**config.mk**
```make
export PLATFORM = sky130hd
export DESIGN_NAME = sync_header_packet_receiver_unit_flat
export DESIGN_NICKNAME = d
export VERILOG_FILES = /design/src/hdl/shrx_pkg.sv /design/src/hdl/shrx_byte_if.sv /design/src/hdl/shrx_result_if.sv /design/src/hdl/shrx_cfg.sv /design/src/hdl/shrx_core.sv /design/src/hdl/sync_header_packet_receiver_unit.sv /design/src/flat_wrapper.sv
export SDC_FILE = /design/constraint.sdc
export NUM_CORES = 1
export LEC_CHECK = 0
export ABC_AREA = 1
export BUFFER_PORTS_ARGS = -buffer_cell sky130_fd_sc_hd__buf_2
export CAP_MARGIN = 20
export CORE_MARGIN = 5
export CORE_UTILIZATION = 45
export DETAILED_ROUTE_END_ITERATION = 10
export GPL_TIMING_DRIVEN = 1
export PLACE_DENSITY = 0.65
export SLEW_MARGIN = 10
export SYNTH_ARGS = -nofsm -noshare
export SYNTH_HDL_FRONTEND = slang
export SYNTH_SLANG_ARGS = --single-unit
```
**constraint.sdc**
```tcl
create_clock -name clk -period 6.6 [get_ports clk]
set_input_delay 0 -clock clk [delete_from_list [all_inputs] [get_ports clk]]
set_output_delay 0 -clock clk [all_outputs]
set_load 0.05 [all_outputs]
```
**src/hdl/shrx_pkg.sv**
```systemverilog
`default_nettype none
package shrx_pkg;

  localparam int unsigned CfgAddrWidth = 3;

  localparam logic [7:0] FirstHeaderReset  = 8'd76;
  localparam logic [7:0] SecondHeaderReset = 8'd170;

  localparam logic [0:0] RegFirstHeader  = 1'd0;
  localparam logic [0:0] RegSecondHeader = 1'd1;

  localparam logic KindPayload = 1'b0;
  localparam logic KindReport  = 1'b1;

  typedef struct packed {
    logic [7:0] first_header_byte;
    logic [7:0] second_header_byte;
  } cfg_t;

  typedef struct packed {
    logic        kind;
    logic [7:0]  payload_byte;
    logic [7:0]  packet_index;
    logic [7:0]  packet_address;
    logic [15:0] payload_length;
    logic        checksum_ok;
    logic [31:0] good_packet_count;
    logic [15:0] skipped_count;
    logic        last;
  } result_t;

endpackage
`default_nettype wire

```
**src/hdl/shrx_byte_if.sv**
```systemverilog
`default_nettype none
interface shrx_byte_if;
  logic       valid;
  logic       ready;
  logic [7:0] rx_byte;

  modport source (output valid, output rx_byte, input ready);
  modport sink (input valid, input rx_byte, output ready);
endinterface
`default_nettype wire

```
**src/hdl/shrx_result_if.sv**
```systemverilog
`default_nettype none
interface shrx_result_if;
  logic        valid;
  logic        ready;
  logic        kind;
  logic [7:0]  payload_byte;
  logic [7:0]  packet_index;
  logic [7:0]  packet_address;
  logic [15:0] payload_length;
  logic        checksum_ok;
  logic [31:0] good_packet_count;
  logic [15:0] skipped_count;
  logic        last;

  modport source (
    output valid, output kind, output payload_byte, output packet_index,
    output packet_address, output payload_length, output checksum_ok,
    output good_packet_count, output skipped_count, output last,
    input ready
  );
  modport sink (
    input valid, input kind, input payload_byte, input packet_index,
    input packet_address, input payload_length, input checksum_ok,
    input good_packet_count, input skipped_count, input last,
    output ready
  );
endinterface
`default_nettype wire

```
**src/hdl/shrx_cfg.sv**
```systemverilog
`default_nettype none
module shrx_cfg (
  input  wire logic                               clk,
  input  wire logic                               rst,
  input  wire logic                               psel,
  input  wire logic                               penable,
  input  wire logic                               pwrite,
  input  wire logic [shrx_pkg::CfgAddrWidth-1:0]  paddr,
  input  wire logic [31:0]                        pwdata,
  output logic      [31:0]                        prdata,
  output logic                                    pready,
  output shrx_pkg::cfg_t                          cfg
);

  logic       wr_en;
  logic [0:0] reg_sel;

  assign pready  = 1'b1;
  assign reg_sel = paddr[2:2];
  assign wr_en   = psel && penable && pwrite;

  always_ff @(posedge clk) begin
    if (rst) begin
      cfg.first_header_byte  <= shrx_pkg::FirstHeaderReset;
      cfg.second_header_byte <= shrx_pkg::SecondHeaderReset;
    end else if (wr_en) begin
      case (reg_sel)
        shrx_pkg::RegFirstHeader:  cfg.first_header_byte  <= pwdata[7:0];
        shrx_pkg::RegSecondHeader: cfg.second_header_byte <= pwdata[7:0];
        default: ;
      endcase
    end
  end

  always_comb begin
    case (reg_sel)
      shrx_pkg::RegFirstHeader:  prdata = {24'd0, cfg.first_header_byte};
      shrx_pkg::RegSecondHeader: prdata = {24'd0, cfg.second_header_byte};
      default:                   prdata = 32'd0;
    endcase
  end

endmodule
`default_nettype wire

```
**src/hdl/shrx_core.sv**
```systemverilog
`default_nettype none
module shrx_core (
  input  wire logic            clk,
  input  wire logic            rst,
  input  wire shrx_pkg::cfg_t  cfg,
  input  wire logic            in_valid,
  input  wire logic [7:0]      in_byte,
  output logic                 in_ready,
  output logic                 out_valid,
  input  wire logic            out_ready,
  output shrx_pkg::result_t    out_res
);

  localparam logic [3:0] PH_HDR1   = 4'd0;
  localparam logic [3:0] PH_HDR2   = 4'd1;
  localparam logic [3:0] PH_INDEX  = 4'd2;
  localparam logic [3:0] PH_ADDR   = 4'd3;
  localparam logic [3:0] PH_LEN_LO = 4'd4;
  localparam logic [3:0] PH_LEN_HI = 4'd5;
  localparam logic [3:0] PH_DATA   = 4'd6;
  localparam logic [3:0] PH_SUM    = 4'd7;
  localparam logic [3:0] PH_XOR    = 4'd8;

  // input register
  logic        byte_valid;
  logic [7:0]  byte_q;

  // frame state
  logic [3:0]  rx_phase, rx_phase_next;
  logic [7:0]  held_index, held_index_next;
  logic [7:0]  held_address, held_address_next;
  logic [15:0] held_length, held_length_next;
  logic [15:0] bytes_seen, bytes_seen_next;
  logic [7:0]  running_sum, running_sum_next;
  logic [7:0]  running_xor, running_xor_next;
  logic [7:0]  sum_trailer, sum_trailer_next;
  logic [31:0] good_packets, good_packets_next;
  logic [15:0] skipped_bytes, skipped_bytes_next;

  logic        fire;
  logic        emit;
  logic [1:0]  skip_add;
  logic [16:0] skip_sum;
  logic [16:0] seen_inc;
  logic        ok;
  shrx_pkg::result_t res_next;

  assign fire     = byte_valid && (!out_valid || out_ready);
  assign in_ready = !byte_valid || fire;

  always_ff @(posedge clk) begin
    if (rst) begin
      byte_valid <= 1'b0;
    end else if (in_ready) begin
      byte_valid <= in_valid;
    end
  end

  always_ff @(posedge clk) begin
    if (in_ready && in_valid) begin
      byte_q <= in_byte;
    end
  end

  assign skip_sum = {1'b0, skipped_bytes} + {15'd0, skip_add};
  assign seen_inc = {1'b0, bytes_seen} + 17'd1;
  assign ok       = (sum_trailer == running_sum) && (byte_q == running_xor);

  always_comb begin
    rx_phase_next     = rx_phase;
    held_index_next   = held_index;
    held_address_next = held_address;
    held_length_next  = held_length;
    bytes_seen_next   = bytes_seen;
    running_sum_next  = running_sum;
    running_xor_next  = running_xor;
    sum_trailer_next  = sum_trailer;
    good_packets_next = good_packets;
    skip_add          = 2'd0;
    emit              = 1'b0;
    res_next          = '0;
    case (rx_phase)
      PH_HDR2: begin
        if (byte_q == cfg.second_header_byte) begin
          rx_phase_next = PH_INDEX;
        end else if (byte_q == cfg.first_header_byte) begin
          skip_add = 2'd1;
        end else begin
          rx_phase_next = PH_HDR1;
          skip_add      = 2'd2;
        end
      end
      PH_INDEX: begin
        held_index_next  = byte_q;
        running_sum_next = 8'd0;
        running_xor_next = 8'd0;
        bytes_seen_next  = 16'd0;
        rx_phase_next    = PH_ADDR;
      end
      PH_ADDR: begin
        held_address_next = byte_q;
        rx_phase_next     = PH_LEN_LO;
      end
      PH_LEN_LO: begin
        held_length_next = {8'd0, byte_q};
        rx_phase_next    = PH_LEN_HI;
      end
      PH_LEN_HI: begin
        held_length_next = {byte_q, held_length[7:0]};
        rx_phase_next    = ({byte_q, held_length[7:0]} == 16'd0) ? PH_SUM : PH_DATA;
      end
      PH_DATA: begin
        running_sum_next = running_sum + byte_q;
        running_xor_next = running_xor ^ byte_q;
        bytes_seen_next  = seen_inc[15:0];
        if (seen_inc >= {1'b0, held_length}) begin
          rx_phase_next = PH_SUM;
        end
        emit                       = 1'b1;
        res_next.kind              = shrx_pkg::KindPayload;
        res_next.payload_byte      = byte_q;
        res_next.packet_index      = held_index;
        res_next.packet_address    = held_address;
        res_next.payload_length    = held_length;
        res_next.checksum_ok       = 1'b0;
        res_next.good_packet_count = good_packets;
        res_next.skipped_count     = skipped_bytes;
        res_next.last              = 1'b0;
      end
      PH_SUM: begin
        sum_trailer_next = byte_q;
        rx_phase_next    = PH_XOR;
      end
      PH_XOR: begin
        if (ok) begin
          good_packets_next = good_packets + 32'd1;
        end
        rx_phase_next              = PH_HDR1;
        emit                       = 1'b1;
        res_next.kind              = shrx_pkg::KindReport;
        res_next.payload_byte      = 8'd0;
        res_next.packet_index      = held_index;
        res_next.packet_address    = held_address;
        res_next.payload_length    = held_length;
        res_next.checksum_ok       = ok;
        res_next.good_packet_count = good_packets_next;
        res_next.skipped_count     = skipped_bytes;
        res_next.last              = 1'b1;
      end
      default: begin
        if (byte_q == cfg.first_header_byte) begin
          rx_phase_next = PH_HDR2;
        end else begin
          rx_phase_next = PH_HDR1;
          skip_add      = 2'd1;
        end
      end
    endcase
    // saturating hunt count, cleared after each report
    if (rx_phase == PH_XOR) begin
      skipped_bytes_next = 16'd0;
    end else if (skip_sum[16]) begin
      skipped_bytes_next = 16'hFFFF;
    end else begin
      skipped_bytes_next = skip_sum[15:0];
    end
  end

  always_ff @(posedge clk) begin
    if (rst) begin
      rx_phase      <= PH_HDR1;
      held_index    <= 8'd0;
      held_address  <= 8'd0;
      held_length   <= 16'd0;
      bytes_seen    <= 16'd0;
      running_sum   <= 8'd0;
      running_xor   <= 8'd0;
      sum_trailer   <= 8'd0;
      good_packets  <= 32'd0;
      skipped_bytes <= 16'd0;
    end else if (fire) begin
      rx_phase      <= rx_phase_next;
      held_index    <= held_index_next;
      held_address  <= held_address_next;
      held_length   <= held_length_next;
      bytes_seen    <= bytes_seen_next;
      running_sum   <= running_sum_next;
      running_xor   <= running_xor_next;
      sum_trailer   <= sum_trailer_next;
      good_packets  <= good_packets_next;
      skipped_bytes <= skipped_bytes_next;
    end
  end

  // result register
  always_ff @(posedge clk) begin
    if (rst) begin
      out_valid <= 1'b0;
    end else if (fire) begin
      out_valid <= emit;
    end else if (out_ready) begin
      out_valid <= 1'b0;
    end
  end

  always_ff @(posedge clk) begin
    if (fire && emit) begin
      out_res <= res_next;
    end
  end

endmodule
`default_nettype wire

```
**src/hdl/sync_header_packet_receiver_unit.sv**
```systemverilog
// channel   direction  payload
// rx        in         rx_byte
// res       out        kind, payload_byte, packet_index, packet_address, payload_length,
//                      checksum_ok, good_packet_count, skipped_count, last
// apb       in/out     header byte registers at 0x0 and 0x4
//
// one byte per cycle while res is not stalled; a byte is held in the input register and its result
// (payload byte or end report) is then registered in the result register
// header, index, address, length and sum trailer bytes produce no transfer on res
// synchronous reset returns to the header hunt with all counters cleared
// a stalled res holds its result and blocks rx only once the input register is full
`default_nettype none
module sync_header_packet_receiver_unit (
  input  wire logic                               clk,
  input  wire logic                               rst,
  shrx_byte_if.sink                               rx,
  shrx_result_if.source                           res,
  input  wire logic                               psel,
  input  wire logic                               penable,
  input  wire logic                               pwrite,
  input  wire logic [shrx_pkg::CfgAddrWidth-1:0]  paddr,
  input  wire logic [31:0]                        pwdata,
  output logic      [31:0]                        prdata,
  output logic                                    pready
);

  shrx_pkg::cfg_t    cfg;
  shrx_pkg::result_t out_res;

  shrx_cfg u_cfg (
    .clk     (clk),
    .rst     (rst),
    .psel    (psel),
    .penable (penable),
    .pwrite  (pwrite),
    .paddr   (paddr),
    .pwdata  (pwdata),
    .prdata  (prdata),
    .pready  (pready),
    .cfg     (cfg)
  );

  shrx_core u_core (
    .clk       (clk),
    .rst       (rst),
    .cfg       (cfg),
    .in_valid  (rx.valid),
    .in_byte   (rx.rx_byte),
    .in_ready  (rx.ready),
    .out_valid (res.valid),
    .out_ready (res.ready),
    .out_res   (out_res)
  );

  assign res.kind              = out_res.kind;
  assign res.payload_byte      = out_res.payload_byte;
  assign res.packet_index      = out_res.packet_index;
  assign res.packet_address    = out_res.packet_address;
  assign res.payload_length    = out_res.payload_length;
  assign res.checksum_ok       = out_res.checksum_ok;
  assign res.good_packet_count = out_res.good_packet_count;
  assign res.skipped_count     = out_res.skipped_count;
  assign res.last              = out_res.last;

endmodule
`default_nettype wire
```
**src/flat_wrapper.sv**
```systemverilog
// flat-port wrapper written by rule: the top's interface ports become plain ports
module sync_header_packet_receiver_unit_flat 
  (clk, rst, psel, penable, pwrite, paddr, pwdata, prdata, pready, rx_valid, rx_rx_byte, rx_ready, res_valid, res_kind, res_payload_byte, res_packet_index, res_packet_address, res_payload_length, res_checksum_ok, res_good_packet_count, res_skipped_count, res_last, res_ready);
  shrx_byte_if rx_i ();
  shrx_result_if res_i ();
  input  wire logic clk;
  input  wire logic rst;
  input  wire logic psel;
  input  wire logic penable;
  input  wire logic pwrite;
  input  wire logic [shrx_pkg::CfgAddrWidth-1:0] paddr;
  input  wire logic [31:0] pwdata;
  output logic      [31:0] prdata;
  output logic pready;
  input wire logic [$bits(rx_i.valid)-1:0] rx_valid;
  input wire logic [$bits(rx_i.rx_byte)-1:0] rx_rx_byte;
  output wire logic [$bits(rx_i.ready)-1:0] rx_ready;
  output wire logic [$bits(res_i.valid)-1:0] res_valid;
  output wire logic [$bits(res_i.kind)-1:0] res_kind;
  output wire logic [$bits(res_i.payload_byte)-1:0] res_payload_byte;
  output wire logic [$bits(res_i.packet_index)-1:0] res_packet_index;
  output wire logic [$bits(res_i.packet_address)-1:0] res_packet_address;
  output wire logic [$bits(res_i.payload_length)-1:0] res_payload_length;
  output wire logic [$bits(res_i.checksum_ok)-1:0] res_checksum_ok;
  output wire logic [$bits(res_i.good_packet_count)-1:0] res_good_packet_count;
  output wire logic [$bits(res_i.skipped_count)-1:0] res_skipped_count;
  output wire logic [$bits(res_i.last)-1:0] res_last;
  input wire logic [$bits(res_i.ready)-1:0] res_ready;
  assign rx_i.valid = rx_valid;
  assign rx_i.rx_byte = rx_rx_byte;
  assign rx_ready = rx_i.ready;
  assign res_valid = res_i.valid;
  assign res_kind = res_i.kind;
  assign res_payload_byte = res_i.payload_byte;
  assign res_packet_index = res_i.packet_index;
  assign res_packet_address = res_i.packet_address;
  assign res_payload_length = res_i.payload_length;
  assign res_checksum_ok = res_i.checksum_ok;
  assign res_good_packet_count = res_i.good_packet_count;
  assign res_skipped_count = res_i.skipped_count;
  assign res_last = res_i.last;
  assign res_i.ready = res_ready;
  sync_header_packet_receiver_unit u_core (.clk(clk), .rst(rst), .rx(rx_i), .res(res_i), .psel(psel), .penable(penable), .pwrite(pwrite), .paddr(paddr), .pwdata(pwdata), .prdata(prdata), .pready(pready));
endmodule
```
# Word level (Yosys, flattened, before mapping)
# Cells that the tools add are included.
[classes]
addsub = 4
n_lt_le_gt_ge = 1
eq_ne = 14
muxes = 22
bitwise_logic = 3
reduce_logical = 26
[op_table]
columns = ["operator", "n"]
rows = [
  ["91-bit one-hot mux with 2 select lines", 1],
  ["16-bit one-hot mux with 2 select lines", 2],
  ["32-bit one-hot mux with 2 select lines", 1],
  ["32-bit by 1-bit adder with 32-bit output, second input constant", 1],
  ["8-bit equality test", 4],
  ["16-bit two-way mux", 2],
  ["32-bit two-way mux", 1],
  ["4-bit one-hot mux with 8 select lines", 1],
  ["8-bit one-hot mux with 2 select lines", 2],
  ["16-bit by 1-bit adder with 17-bit output, second input constant", 1],
  ["16-bit by 2-bit adder with 17-bit output", 1],
  ["17-bit by 16-bit greater-or-equal comparator with 1-bit output", 1],
  ["4-bit by 3-bit equality test with 1-bit output, second input constant", 4],
  ["16-bit logical NOT", 1],
  ["2-bit AND reduction", 8],
  ["4-bit two-way mux", 3],
  ["8-bit adder", 1],
  ["4-bit by 2-bit equality test with 1-bit output, second input constant", 2],
  ["8-bit bitwise XOR", 1],
  ["7-bit OR reduction", 1],
  ["1-bit logical AND", 6],
  ["1-bit two-way mux", 6],
  ["3-bit AND reduction", 2],
  ["2-bit nonzero test", 3],
  ["10 further kinds", 14],
]
[totals]
register_bits = 241
in_bits = 50
out_inout_bits = 126
wordCells = 95

# Depth between registers and ports, before layout
[depth]
ltp_word = 7
depth_mapped = 22
ltp_nobuf = 21

# Hierarchy
# From an unflattened synthesis, not the netlist that was laid out.
[hier_totals]
hier_cells = 1458
hier_area_um2 = 11848.9
[by_module_without_submodules]
columns = ["module", "n_inst", "cells_per_inst", "area_per_inst_um2", "seq_area_each_um2"]
rows = [
  ["shrx_core", 1, 1313, 10913.0, 5465.2],
  ["shrx_cfg", 1, 145, 935.9, 320.3],
]

# Least setup slack after synthesis
# Ideal clock, no wire load.
[synth_timing]
kind = "reg2reg"
from = "register u_core.u_core.out_valid"
to = "register, netlist name u_core.u_core.out_res[10]"
setup_time_ps = 540
arrival_time_ps = 4858
required_ps = 6060
path_slack_ps = 1201
stages_incl_launch_ff = 5
n_path_buf = 1
period_less_slack_ps = 5399
path_cell_list = "dfxtp_1 nand2_1 nand2_1 clkbuf_1 nor2_1"
[synth_between]
elab_chain_len = 4
[synth_lines]
columns = ["element", "line", "source"]
rows = [
  ["start: declaration", "shrx_core.sv:9", "output logic out_valid,"],
  ["start signal: assignment", "shrx_core.sv:200", "out_valid <= emit;"],
  ["1-bit logical NOT", "shrx_core.sv:48", "assign fire = byte_valid && (!out_valid || out_ready);"],
  ["1-bit logical OR", "shrx_core.sv:48", ""],
  ["1-bit logical AND", "shrx_core.sv:48", ""],
  ["1-bit logical AND", "shrx_core.sv:207", "if (fire && emit) begin"],
]
# No other way between the ends.
# A chain may end at the register's enable or synchronous reset.

# Final worst setup path
[layout_timing]
from = "register u_core.u_core.rx_phase[0]"
to = "register u_core.u_core.skipped_bytes[13]"
[layout_between]
elab_chain_len = 6
elab_cells_between_ends = 13
classes_between = "1 x add/sub; 8 x eq/ne; 3 x mux; 1 x reduce/logical"
[layout_lines]
columns = ["element", "line", "source"]
rows = [
  ["start: declaration", "shrx_core.sv:29", "logic [3:0] rx_phase, rx_phase_next;"],
  ["start signal: assignment", "shrx_core.sv:182", "rx_phase <= rx_phase_next;"],
  ["4-bit by 3-bit equality test with 1-bit output, or another cell as far along", "shrx_core.sv:82", "case (rx_phase)"],
  ["7-bit OR reduction (no source line)", "--", ""],
  ["2-bit one-hot mux with 2 select lines", "shrx_core.sv:82", ""],
  ["16-bit by 2-bit adder with 17-bit output", "shrx_core.sv:65", "assign skip_sum = {1'b0, skipped_bytes} + {15'd0, skip_add};"],
  ["16-bit two-way mux", "shrx_core.sv:162", "end else if (skip_sum[16]) begin"],
  ["16-bit two-way mux *", "shrx_core.sv:160", "if (rx_phase == PH_XOR) begin"],
  ["end signal: assignment", "shrx_core.sv:191", "skipped_bytes <= skipped_bytes_next;"],
  ["end: declaration", "shrx_core.sv:38", "logic [15:0] skipped_bytes, skipped_bytes_next;"],
]
# Every way passes the cells marked *; elsewhere a longest branch is shown, timed or not.

==> impl_metrics.toml <==
[outcome]
status = "completed"

[global_route]
grt_pass1_wl_mm = 48.26
grt_remaining_overflow = 0
met2_usage_pct = 34.34
grt_max_degree = 84
antenna_found_initial = 0
grt_pass1_vias = 9562
busiest_layer = "met2"
grt_use_met1_pct = 23.54
grtUsageTotal_pct = 19.09
met3_usage_pct = 2.838

[route]
num_vias = 9884
viasPerCell = 5.124
route.antenna.remaining_nets = 0
drtIter0Drc = 795
drt-pass1-iter-count = 5
wl_per_cell_um = 15.29
remaining_drc_errors = 0
routed_wl_mm = 29.50

[min_path]
min-delay-start = "pwrite"
hold_path_depth = 5
worstHoldPathType = "in -> reg"
whs_endpoint = "u_core.u_cfg.cfg[5]$_SDFFE_PP1P_"

[setup_path]
cp-end-kind = "flip-flop"
critPathRequiredTime_ps = 7040
crit_slowest_cell = "dfxtp_1"
cp_top_family = "simple AND/OR/NAND/NOR gates"
arrival_ps = 4450
cpPeakStageDelay_ps = 580
cp_cell_sequence = "inv_1 -> nand4_1 -> buf_4 -> inv_2 -> nor3_1 -> nand2_1 -> nand2_1 -> ha_1 -> inv_1 -> fa_1 -> inv_1 -> nand2_1 -> nor3_2 -> nand2_2 -> nor3_4 -> nand3_2 -> nor2_4 -> inv_1 -> nand3_1 -> nand2_1 -> a21oi_1"
cp_num_buf_inv = 6
setup.reg_to_reg.worst_slack_ps = 2590
worstReg2RegEnd = "u_core.u_core.skipped_bytes[13]$_SDFFE_PP0P_"
path_class = "reg -> reg"
timing.rr.start = "u_core.u_core.rx_phase[0]$_SDFFE_PP0P_"
crit_fanout = 33
worstRegToRegCells = 21
startpoint_type = "flip-flop"

[floorplanning]
pin_count = 176
dieArea_um2 = 29780
initial_utilization_pct = 45.63
fp.coreArea_um2 = 26060
die_w_um = 172.6
num_rows = 59
die_h_um = 172.6

[finish]
nNetsFinal = 1653
insertedDiodeCount = 0
multi_input_area_um2 = 5101
fillers = 2449
areaGrowthSynthToFinish_pct = 15.54
final_layout_size_suffix_gt1_share_pct = 12.74
final_cells = 1929
final_util_pct = 52.72
regArea_um2 = 5786
final_area_um2 = 13740

[yosys]
synth_top_area_cell = "edfxtp_1"
synth_top_flop_cell = "dfxtp_1"
synth_area_per_cell_um2 = 8.173
synth-seq-cells = 240
syn_area_um2 = 11890
synth.area.top_cells = "edfxtp_1 25%, dfxtp_1 24%, nand2_1 8.2%"
postSynthCellCount = 1455
ys_seq_area_share_pct = 48.65
ys.warnings.count = 0
yosysMostFrequentCell = "nand2_1"
synth_edf_count = 98
synth_commonest_cells = "261 x nand2_1, 155 x inv_1, 146 x o21ai_0"
async_flop_share_pct = 0
netlist-cell-type-count = 44
synth_top_area_share_pct = 24.75

[clocking]
cts_tree = "built"
h-tree-depth = 1
clk_latency_ps = 520
cts.clk_slew.worst_paths_ps = 60
post_cts_buffers = 0
cts_resized = 0
clkSinkCount = 240
cts_buffer_depth = 3
cts-buffers-inserted = 26
cts-root-buf = "clkbuf_16"

[placement]
dp_slack_ps = 2658
gp_congestion = 0.9536
dp.cells = 1853
dpl.hpwl_mm = 20.24
dpl_cell_area_um2 = 12610
io_buffers = 124

[power_and_ir_drop]
switching_share_pct = 23.68
p_comb_share_pct = 7.4
pwr-share-seq_pct = 49.1
leakagePower_nw = 5.303
p_per_area_nw_per_um2 = 235.7
switchingPower_uw = 766.7
power_mw = 3.238
p_clk_share_pct = 43.5
ir_drop_mv = 0.1857
internal-power_mw = 2.471

[timing]
setup_viol = 0
layout_setup_ws_ps = 2591
slew_headroom_pct = 36.24
drv_slew = 0
holdWs_ps = 39.37
tns_ps = 0
fin_crit_ps = 4009
rsz0062_at_grt = "false"
worst_pin_slew_ps = 952.8
fin_worst_skew_ps = 12.45
finalCritPeriodShare_pct = 60.74
fmax_mhz = 249.4
hold_viol_final = 0

[flow_run]
maxCapViolations = 0
## worst min-delay path, delay by kind of cell
family | cells | cell delay, ps
buffers and inverters | 1 | 90
and+or+nand+nor | 4 | 400
## worst max-delay path by stage
stage | startpoint | endpoint | slack [ps] | cells past startpoint
after detailed placement | u_core.u_core.rx_phase[0]$_SDFFE_PP0P_ | u_core.u_core.skipped_bytes[15]$_SDFFE_PP0P_ | 2660 | 21
after global routing | u_core.u_core.rx_phase[0]$_SDFFE_PP0P_ | u_core.u_core.skipped_bytes[13]$_SDFFE_PP0P_ | 2040 | 21
after floorplan | u_core.u_core.out_valid$_SDFFE_PP0P_ | u_core.u_core.out_res[10]$_DFFE_PP_ | 1200 | 4
after global placement | u_core.u_core.rx_phase[0]$_SDFFE_PP0P_ | u_core.u_core.skipped_bytes[13]$_SDFFE_PP0P_ | 2700 | 21
after CTS | u_core.u_core.rx_phase[0]$_SDFFE_PP0P_ | u_core.u_core.skipped_bytes[15]$_SDFFE_PP0P_ | 2610 | 21
final | u_core.u_core.rx_phase[0]$_SDFFE_PP0P_ | u_core.u_core.skipped_bytes[13]$_SDFFE_PP0P_ | 2590 | 21
## flip-flops by register name, summed over array words and instances, names as in the netlist
name	count
u_core.u_cfg.cfg	16
u_core.u_core.byte_q	8
u_core.u_core.byte_valid	1
u_core.u_core.bytes_seen	16
u_core.u_core.good_packets	32
u_core.u_core.held_address	8
u_core.u_core.held_index	8
u_core.u_core.held_length	16
u_core.u_core.out_res	90
u_core.u_core.out_valid	1
u_core.u_core.running_sum	8
u_core.u_core.running_xor	8
u_core.u_core.rx_phase	4
u_core.u_core.skipped_bytes	16
u_core.u_core.sum_trailer	8
## power by group through the flow
stage | clock network (mW) | registers [mW] | logic, mW
floorplan | 0 | 1.63 | 0.174
CTS | 1.44 | 1.59 | 0.240
finish | 1.41 | 1.59 | 0.240
global route | 1.51 | 1.59 | 0.264
detailed placement | 0 | 1.62 | 0.229
global placement | 0 | 1.62 | 0.224
## final cells by class
type,instances,share of cell area [%]
Sequential cell,240,42.11
Multi-Input combinational cell,982,37.13
Timing Repair Buffer,159,7.103
Clock buffer,42,5.692
Inverter,165,4.508
Tap cell,335,3.051
Clock inverter,6,0.4098
## cell families after synthesis
| group | count (synthesis) | synth area share, % |
|---|---|---|
| compound gates | 321 | 14.17 |
| xor+xnor | 71 | 5.229 |
| fa+ha+maj | 29 | 3.178 |
| buf+inv | 256 | 9.364 |
| flops | 240 | 48.65 |
| other cells | 2 | 0.06315 |
| simple gates | 536 | 19.34 |
## cell usage in the layout, fill, tap and decap left out, drive strengths merged, types with 2 or more instances in the layout
| cell type | n |
|---|---|
| nand3b | 4 |
| clkinvlp | 2 |
| fa | 2 |
| nor2 | 152 |
| edfxtp | 98 |
| conb | 25 |
| inv | 165 |
| a21boi | 2 |
| dfxtp | 142 |
| a211oi | 9 |
| nor4 | 4 |
| xnor2 | 24 |
| a21oi | 127 |
| nand3 | 50 |
| o21ai | 155 |
| ha | 27 |
| dlygate4sd3 | 27 |
| or2 | 7 |
| nor3 | 36 |
| xor2 | 47 |
| a22oi | 2 |
| buf | 132 |
| o22ai | 19 |
| nand4 | 19 |
| clkbuf | 42 |
| nand2 | 263 |
| o211ai | 4 |
| clkinv | 3 |
## per-layer routing
layer,routed length (um),up-vias
met5,0,-
met3,1401,53
li1,-,5009
met2,14770,212
met1,12550,4610
met4,776,0
## what timing repair did
| action | 4_1_cts | 5_1_grt |
|---|---|---|
| hold endpoints to repair | 34 | 0 |
| endpoints found under the setup margin | 0 | 0 |
| hold buffers | 27 | 0 |
No activity file was read; power rests on OpenSTA's default activity.
